<file path="config.mk">
export PLATFORM = sky130hd
export DESIGN_NAME = multiplexed_interval_timers
export DESIGN_NICKNAME = d
export VERILOG_FILES = /design/src/rtl/core/mit_pkg.sv /design/src/rtl/core/multiplexed_interval_timers.sv /design/src/rtl/core/mit_cell.sv
export SDC_FILE = /design/constraint.sdc
export NUM_CORES = 2
export LEC_CHECK = 0
export BUFFER_PORTS_ARGS = -buffer_cell sky130_fd_sc_hd__buf_4
export CAP_MARGIN = 15
export CORE_ASPECT_RATIO = 1.1
export CORE_MARGIN = 5
export CORE_UTILIZATION = 45
export CTS_CLUSTER_DIAMETER = 60
export CTS_CLUSTER_SIZE = 10
export DETAILED_ROUTE_END_ITERATION = 16
export GPL_TIMING_DRIVEN = 0
export PLACE_DENSITY = 0.65
export SETUP_SLACK_MARGIN = 0.15
export SYNTH_ARGS = -nofsm -noshare
export SYNTH_HDL_FRONTEND = slang
export SYNTH_SLANG_ARGS = --single-unit
</file>
<file path="constraint.sdc">
create_clock -name i_clk -period 11.21 [get_ports i_clk]
set_input_delay 1.6815 -clock i_clk [delete_from_list [all_inputs] [get_ports i_clk]]
set_output_delay 1.6815 -clock i_clk [all_outputs]
set_load 0.005 [all_outputs]
</file>
<file path="src/rtl/core/mit_pkg.sv">
// Package for the multiplexed interval timers: request kinds, FSM states,
// per-cell command struct and fixed constants. No dependencies.
`default_nettype none
package mit_pkg;
    localparam logic [2:0] KIND_TICK    = 3'd0;
    localparam logic [2:0] KIND_INSTALL = 3'd1;
    localparam logic [2:0] KIND_UNINST  = 3'd2;
    localparam logic [2:0] KIND_ENABLE  = 3'd3;
    localparam logic [2:0] KIND_DISABLE = 3'd4;

    localparam logic [15:0] STOP_MARK    = 16'hFFFF;
    localparam logic [15:0] MIN_DELAY    = 16'd5;
    localparam logic [15:0] MAX_DELAY    = 16'hFFFE;
    localparam logic [10:0] INTERVAL_CAP = 11'd1024;
    localparam int          DIV_STEPS    = 16;
    localparam int          CNT_W        = 6;

    typedef enum logic [2:0] {
        ST_IDLE,
        ST_START,
        ST_DIV,
        ST_ARM,
        ST_SCAN,
        ST_OUT
    } t_state;

    typedef struct packed {
        logic write;
        logic uninst;
        logic set_act;
        logic clr_act;
        logic tick;
        logic start;
        logic step;
        logic arm;
    } t_cell_op;
endpackage
`default_nettype wire

</file>
<file path="src/rtl/core/multiplexed_interval_timers.sv">
// Top level of the multiplexed interval timers: command FSM, base-rate
// register, output register and a chain of mit_cell. Depends on mit_pkg.
//
//  channel | dir | tuser      | tdata (lowest bit first)
//  s_axis  | in  | kind[2:0]  | slot[2:0], delay[18:3], zero pad to 24
//  m_axis  | out | -          | fire_mask[7:0], hw_interval[18:8],
//          |     |            | timer_running[19], zero pad to 24
//
// Tick, enable, disable: idle, then the output state. Uninstall: a walk
// of the running minimum down the cell chain. Install: the 16-step serial
// divider runs for the new slot, then the walk. If a walk finds a new
// base rate that is not the stop mark, the divider runs once more in every
// cell in parallel. Reset is synchronous, active low, and leaves every
// slot uninstalled with the timer stopped. One request is in work at a
// time; the finished result waits in the output register.
`default_nettype none
module multiplexed_interval_timers #(
    parameter int SLOTS = 8
) (
    input  wire logic        i_clk,
    input  wire logic        i_rst_n,
    input  wire logic        s_axis_tvalid,
    output logic             s_axis_tready,
    input  wire logic [23:0] s_axis_tdata,  // slot, delay, pad
    input  wire logic [2:0]  s_axis_tuser,  // kind
    output logic             m_axis_tvalid,
    input  wire logic        m_axis_tready,
    output logic      [23:0] m_axis_tdata   // fire_mask, hw_interval, timer_running, pad
);
    import mit_pkg::*;

    t_state      r_state, n_state;
    logic [2:0]  r_kind;
    logic [2:0]  r_slot;
    logic        r_all;      // second divide pass: every installed slot
    logic        r_phase;
    logic [CNT_W-1:0] r_cnt;
    logic [15:0] r_base;
    logic [SLOTS-1:0] r_fire;
    logic        r_ovalid;
    logic [23:0] r_odata;

    t_cell_op    w_op;
    logic        w_accept;
    logic [2:0]  w_kind, w_slot;
    logic [15:0] w_din, w_delay;
    logic        w_ok;
    logic [SLOTS-1:0] w_sel, w_fire;
    logic [15:0] w_min [SLOTS+1];
    logic [10:0] w_div;
    logic        w_out_free;
    logic [10:0] w_hw;
    logic [7:0]  w_mask;

    assign w_kind   = s_axis_tuser;
    assign w_slot   = s_axis_tdata[2:0];
    assign w_din    = s_axis_tdata[18:3];
    assign w_ok     = int'(w_slot) < SLOTS;
    assign w_accept = s_axis_tvalid && s_axis_tready;
    assign w_out_free = !r_ovalid || m_axis_tready;

    // clamp the requested delay into 5..65534
    assign w_delay = (w_din < MIN_DELAY) ? MIN_DELAY :
                     (w_din == STOP_MARK) ? MAX_DELAY : w_din;

    assign w_div = (r_base < 16'(INTERVAL_CAP)) ? r_base[10:0] : INTERVAL_CAP;

    // slot select: the addressed slot, or all slots on the re-arm pass
    always_comb begin
        for (int i = 0; i < SLOTS; i++) begin
            if (r_state == ST_IDLE) w_sel[i] = w_ok && (int'(w_slot) == i);
            else                    w_sel[i] = r_all || (int'(r_slot) == i);
        end
    end

    // next state
    always_comb begin
        n_state = r_state;
        case (r_state)
            ST_IDLE: begin
                if (w_accept) begin
                    if (w_ok && w_kind == KIND_INSTALL)     n_state = ST_START;
                    else if (w_ok && w_kind == KIND_UNINST) n_state = ST_SCAN;
                    else                                    n_state = ST_OUT;
                end
            end
            ST_START: n_state = ST_DIV;
            ST_DIV:   if (r_cnt == CNT_W'(DIV_STEPS - 1)) n_state = ST_ARM;
            ST_ARM:   n_state = r_phase ? ST_OUT : ST_SCAN;
            ST_SCAN: begin
                if (r_cnt == CNT_W'(SLOTS)) begin
                    if (w_min[SLOTS] != r_base && w_min[SLOTS] != STOP_MARK)
                        n_state = ST_START;
                    else
                        n_state = ST_OUT;
                end
            end
            ST_OUT:   if (w_out_free) n_state = ST_IDLE;
            default:  n_state = ST_IDLE;
        endcase
    end

    // cell commands
    always_comb begin
        w_op = '0;
        s_axis_tready = 1'b0;
        case (r_state)
            ST_IDLE: begin
                s_axis_tready = 1'b1;
                w_op.write   = w_accept && w_kind == KIND_INSTALL;
                w_op.uninst  = w_accept && w_kind == KIND_UNINST;
                w_op.set_act = w_accept && w_kind == KIND_ENABLE;
                w_op.clr_act = w_accept && w_kind == KIND_DISABLE;
                w_op.tick    = w_accept && w_kind == KIND_TICK;
            end
            ST_START: w_op.start = 1'b1;
            ST_DIV:   w_op.step  = 1'b1;
            ST_ARM:   w_op.arm   = 1'b1;
            default:  w_op = '0;
        endcase
    end

    always_ff @(posedge i_clk) begin
        if (!i_rst_n) begin
            r_state  <= ST_IDLE;
            r_base   <= STOP_MARK;
            r_all    <= 1'b0;
            r_phase  <= 1'b0;
            r_cnt    <= '0;
            r_ovalid <= 1'b0;
            r_kind   <= KIND_TICK;
            r_slot   <= '0;
        end else begin
            r_state <= n_state;
            if (r_state == ST_OUT && w_out_free) r_ovalid <= 1'b1;
            else if (m_axis_tready)              r_ovalid <= 1'b0;
            case (r_state)
                ST_IDLE: begin
                    r_all   <= 1'b0;
                    r_phase <= 1'b0;
                    r_cnt   <= '0;
                    if (w_accept) begin
                        r_kind <= w_kind;
                        r_slot <= w_slot;
                    end
                end
                ST_DIV:  r_cnt <= r_cnt + CNT_W'(1);
                ST_ARM:  r_cnt <= '0;
                ST_SCAN: begin
                    if (r_cnt == CNT_W'(SLOTS)) begin
                        // end of walk: hold the new minimum; re-arm all if it changed and is not the stop mark
                        r_base  <= w_min[SLOTS];
                        r_all   <= 1'b1;
                        r_phase <= 1'b1;
                        r_cnt   <= '0;
                    end else begin
                        r_cnt <= r_cnt + CNT_W'(1);
                    end
                end
                ST_OUT: ;
                default: r_cnt <= '0;
            endcase
        end
    end

    // fire mask is captured on the tick and cleared by any other request
    always_ff @(posedge i_clk) begin
        if (w_accept) r_fire <= (w_kind == KIND_TICK) ? w_fire : '0;
    end

    assign w_hw = (r_base == STOP_MARK) ? 11'd0 : w_div;
    always_comb begin
        w_mask = '0;
        for (int i = 0; i < SLOTS && i < 8; i++) w_mask[i] = r_fire[i];
    end

    always_ff @(posedge i_clk) begin
        if (r_state == ST_OUT && w_out_free)
            r_odata <= {4'd0, (r_base != STOP_MARK), w_hw, w_mask};
    end

    assign m_axis_tvalid = r_ovalid;
    assign m_axis_tdata  = r_odata;

    assign w_min[0] = STOP_MARK;
    for (genvar g = 0; g < SLOTS; g++) begin : g_cell
        mit_cell u_cell (
            .i_clk   (i_clk),
            .i_rst_n (i_rst_n),
            .i_op    (w_op),
            .i_sel   (w_sel[g]),
            .i_div   (w_div),
            .i_delay (w_delay),
            .i_min   (w_min[g]),
            .o_min   (w_min[g+1]),
            .o_fire  (w_fire[g])
        );
    end

    logic w_unused;
    assign w_unused = ^{r_kind, s_axis_tdata[23:19]};
endmodule
`default_nettype wire

</file>
<file path="src/rtl/core/mit_cell.sv">
// One timer slot: delay, count, period, flags, a serial divider and one
// stage of the running-minimum chain. Depends on mit_pkg.
`default_nettype none
module mit_cell (
    input  wire logic             i_clk,
    input  wire logic             i_rst_n,
    input  wire mit_pkg::t_cell_op i_op,
    input  wire logic             i_sel,
    input  wire logic [10:0]      i_div,
    input  wire logic [15:0]      i_delay,
    input  wire logic [15:0]      i_min,
    output logic      [15:0]      o_min,
    output logic                  o_fire
);
    import mit_pkg::*;

    logic        r_inst, r_act;
    logic [15:0] r_delay, r_count, r_period, r_q, r_min;
    logic [10:0] r_rem;
    logic [11:0] w_trial;
    logic        w_ge;
    logic [15:0] w_next;

    assign w_trial = {r_rem, r_q[15]};
    assign w_ge    = w_trial >= {1'b0, i_div};
    assign w_next  = r_count + 16'd1;
    assign o_fire  = r_inst && r_act && (w_next == r_period);
    assign o_min   = r_min;

    always_ff @(posedge i_clk) begin
        if (!i_rst_n) begin
            r_inst   <= 1'b0;
            r_act    <= 1'b0;
            r_delay  <= '0;
            r_count  <= '0;
            r_period <= '0;
            r_min    <= STOP_MARK;
        end else begin
            // pass the running minimum to the next cell
            r_min <= (r_inst && r_delay < i_min) ? r_delay : i_min;
            if (i_sel && i_op.write) begin
                r_delay <= i_delay;
                r_inst  <= 1'b1;
                r_act   <= 1'b0;
            end
            if (i_sel && i_op.uninst) begin
                r_inst <= 1'b0;
                r_act  <= 1'b0;
            end
            if (i_sel && i_op.set_act) r_act <= 1'b1;
            if (i_sel && i_op.clr_act) r_act <= 1'b0;
            if (i_op.tick && r_inst && r_act) begin
                r_count <= o_fire ? 16'd0 : w_next;
            end
            if (i_op.arm && i_sel && r_inst) begin
                r_period <= r_q;
                r_count  <= r_q - 16'd1;
            end
        end
    end

    // restoring divider: one quotient bit a cycle
    always_ff @(posedge i_clk) begin
        if (i_op.start) begin
            r_q   <= r_delay;
            r_rem <= '0;
        end else if (i_op.step) begin
            r_rem <= w_ge ? 11'(w_trial - {1'b0, i_div}) : w_trial[10:0];
            r_q   <= {r_q[14:0], w_ge};
        end
    end
endmodule
`default_nettype wire

</file>
==> flow_metrics.tcl <==
set metrics [dict create \
    ys_async_sr_fraction 0 \
    fin_cells 7324 \
    tightestPinTransition_ns 1.338 \
    gp_congestion 0.9673 \
    fin_crit_sh 0.6171 \
    grt_pass1_wl_mm 242.5 \
    hpwl_mm 118.7 \
    insertion_delay_ns 0.68 \
    hold_buffers 0 \
    die_w_um 314.5 \
    status "finished, final reports clean" \
    yosysWarnings 0 \
    crit_path_start_kind "register" \
    grt_overflow 0 \
    clock.fmax_ghz 0.1446 \
    numCtsBuffers 97 \
    crit_required_ns 11.61 \
    end_kind "register" \
    r2r-end "g_cell[1].u_cell.r_q[0]$_DFFE_PP_" \
    synth_edf_count 156 \
    core_area_um2 100900 \
    ys.flop_type "dfxtp_1" \
    crit_path_end "g_cell[1].u_cell.r_q[0]$_DFFE_PP_" \
    io_pins 57 \
    busiest_layer "met2" \
    io_buffer_count 31 \
    critPathArrivalTime_ns 7.32 \
    dr.first_iter.drc_count 4634 \
    totalWireLength_mm 160.2 \
    r2r_setup_slack_ns 4.29 \
    grt_start_max_net_pins 70 \
    final_area_um2 51250 \
    start_util 0.4547 \
    drc_errors 0 \
    cts_root_buffer "clkbuf_16" \
    clockBufferDepth 3 \
    rsz0062_at_grt "false" \
    ys_top_cells_by_area "dfxtp_1 28%, edfxtp_1 10%, nand2_1 9.5%, ha_1 5.8%, a21oi_1 5.1%" \
    reg2reg_depth 16 \
    hold_violations 0 \
    setup_viol_count_final 0 \
    use_met3 0.04465 \
    crit_start "r_base[11]$_SDFFE_PN1P_" \
    netlist_instances 5733 \
    cts_sinks 802 \
    yosysUniqueCellTypes 96 \
    r2r-start "r_base[11]$_SDFFE_PN1P_" \
    path_clk_slew_ns 0.06 \
    synthToLayoutAreaGrowth_pct 11.70 \
    synth_top_area_cell "dfxtp_1" \
    grt_util_met1 0.3781 \
    whs_ns 0.4147 \
    synth_area_um2 45880 \
    grtUsageMet2 0.4638 \
    tns_ns 0 \
    row_count 122 \
    critPathKind "register to register" \
    slew_headroom 0.1077 \
    antenna_found_initial 9 \
    via_count 43490 \
    firstDrtPassIters 8 \
    synth_top_area_share 0.2819 \
    power.density_nw_per_um2 185.9 \
    track_usage 0.2857 \
    wire_per_inst_um 21.88 \
    ant_nets 0 \
    drv_slew 0 \
    min_path_type "register to register" \
    seq_area_frac_synth 0.3840 \
    dieArea_um2 108500 \
    period_minus_slack_ns 6.918 \
    die_h_um 344.9 \
    grt_pass1_vias 40730 \
    postSynthAreaPerCell_um2 8.003 \
    dp_cells 7156 \
    place_area_um2 48270 \
    maxCapViolCount 0 \
    critPathMaxFanout 17 \
    post-cts-setup-buffer-count 0 \
    leakagePower_nw 19.63 \
    fin_worst_skew_ns 0.02083 \
    drive_gt1_frac 0.05171 \
    via_per_inst 5.938 \
    htreeDepth 3 \
    cts_tree "yes" \
    postCtsResizedCells 0 \
    final_core_util 0.5079 \
    peakVddDrop_uv 130.5 \
    synth-seq-cells 802 \
    fin_nets 6143 \
]
==> metal layers <==
metal  routed length, µm  vias up
li1                    -    20510
met1               67290    20790
met2               71470     1801
met3               13320      385
met4                8080        2
met5                  83        -
==> how the worst min path moves through the flow <==
stage               depth (start not counted)                    start  slack [ns]                         to
finish                                      0  r_fire[7]$_SDFFCE_PP0P_        0.41  m_axis_tdata[7]$_DFFE_PP_
global route                                0  r_fire[4]$_SDFFCE_PP0P_        0.42  m_axis_tdata[4]$_DFFE_PP_
CTS                                         0  r_fire[4]$_SDFFCE_PP0P_        0.41  m_axis_tdata[4]$_DFFE_PP_
detailed placement                          0  r_fire[4]$_SDFFCE_PP0P_        0.41  m_axis_tdata[4]$_DFFE_PP_
global placement                            0  r_fire[7]$_SDFFCE_PP0P_        0.40  m_axis_tdata[7]$_DFFE_PP_
floorplan                                   0  r_fire[0]$_SDFFCE_PP0P_        0.40  m_axis_tdata[0]$_DFFE_PP_
==> cell families (layout without fill, tap and decap cells) <==
family / count (synthesis) / after routing / synth area share
simple gates: 2395 / 2395 / 0.2390
other cells: 1 / 8 / 0.00008173
fa+ha+maj: 219 / 219 / 0.06103
xor+xnor: 358 / 358 / 0.06959
buf+inv: 552 / 772 / 0.04652
mux: 129 / 129 / 0.02833
flops: 802 / 802 / 0.3840
compound gates: 1277 / 1277 / 0.1715
==> power breakdown <==
group          total [W]  internal [W]  switching [W]
Sequential       0.00392       0.00347       0.000454
Clock            0.00303       0.00172        0.00131
Combinational    0.00257      0.000920        0.00165
Total            0.00953       0.00611        0.00342
==> final cells by class <==
type / count / area (µm²)
plain buffers: 335 / 1328
inverters: 217 / 819.5
clock inverters: 21 / 307.8
flip-flops and latches: 802 / 17620
multi-input cells: 4382 / 26160
repair buffers: 58 / 670.6
fillers: 9765 / 49650
well taps: 1364 / 1707
diodes: 4 / 10.01
clock buffers: 141 / 2634
==> state kept, by name, summed over array words and instances (netlist names), 16 cells and up <==
| name | count |
|---|---|
| g_cell.u_cell.r_delay | 128 |
| r_base | 16 |
| g_cell.u_cell.r_count | 128 |
| g_cell.u_cell.r_rem | 88 |
| g_cell.u_cell.o_min | 128 |
| g_cell.u_cell.r_period | 128 |
| m_axis_tdata | 20 |
| g_cell.u_cell.r_q | 128 |
==> stage by stage <==
stage                     power [W]  setup slack [ns]
after floorplan            0.005585             6.629
after global placement     0.006451             4.010
after detailed placement   0.006496             4.253
after CTS                  0.009523             4.223
after global routing       0.009970             3.941
final                      0.009529             4.292
==> cell usage in the layout (no fill, tap or decap), types with 45 or more instances in the layout <==
cell type / n
a21oi_1: 466
xnor2_1: 228
o21ai_0: 282
ha_1: 211
nand3_1: 178
nor3_1: 130
o211ai_1: 93
nand2_1: 1166
nor2_1: 398
xor2_1: 126
clkbuf_16: 98
nand4_1: 104
nor2b_1: 56
inv_1: 216
clkbuf_1: 318
edfxtp_1: 156
nor4_1: 58
dfxtp_1: 646
mux2i_1: 122
a31oi_1: 75
a21o_1: 45
==> cells in the mapped netlist (132+ instances only) <==
master and count:
nand3_1 178, nor3_1 132, clkbuf_1 283, inv_1 217, xnor2_1 228, nand2_1 1166
edfxtp_1 156, o21ai_0 282, a21oi_1 466, ha_1 211, dfxtp_1 646, nor2_1 399
==> critical path, cell delays in order, from the launching register on <==
cell and delay [ns]:
dfxtp_1 0.34, or4_1 0.52, nor3_1 0.38, clkbuf_1 0.87, nand2_1 0.81, inv_1 0.86
fa_1 0.36, nor2b_1 0.06, o21ai_0 0.19, a21oi_1 0.13, o41ai_1 0.59, o22ai_1 0.22
or4_1 0.49, clkbuf_1 0.17, buf_2 0.27, nor2_1 0.20, nor2_1 0.15
(Power assumes the default switching activity.)
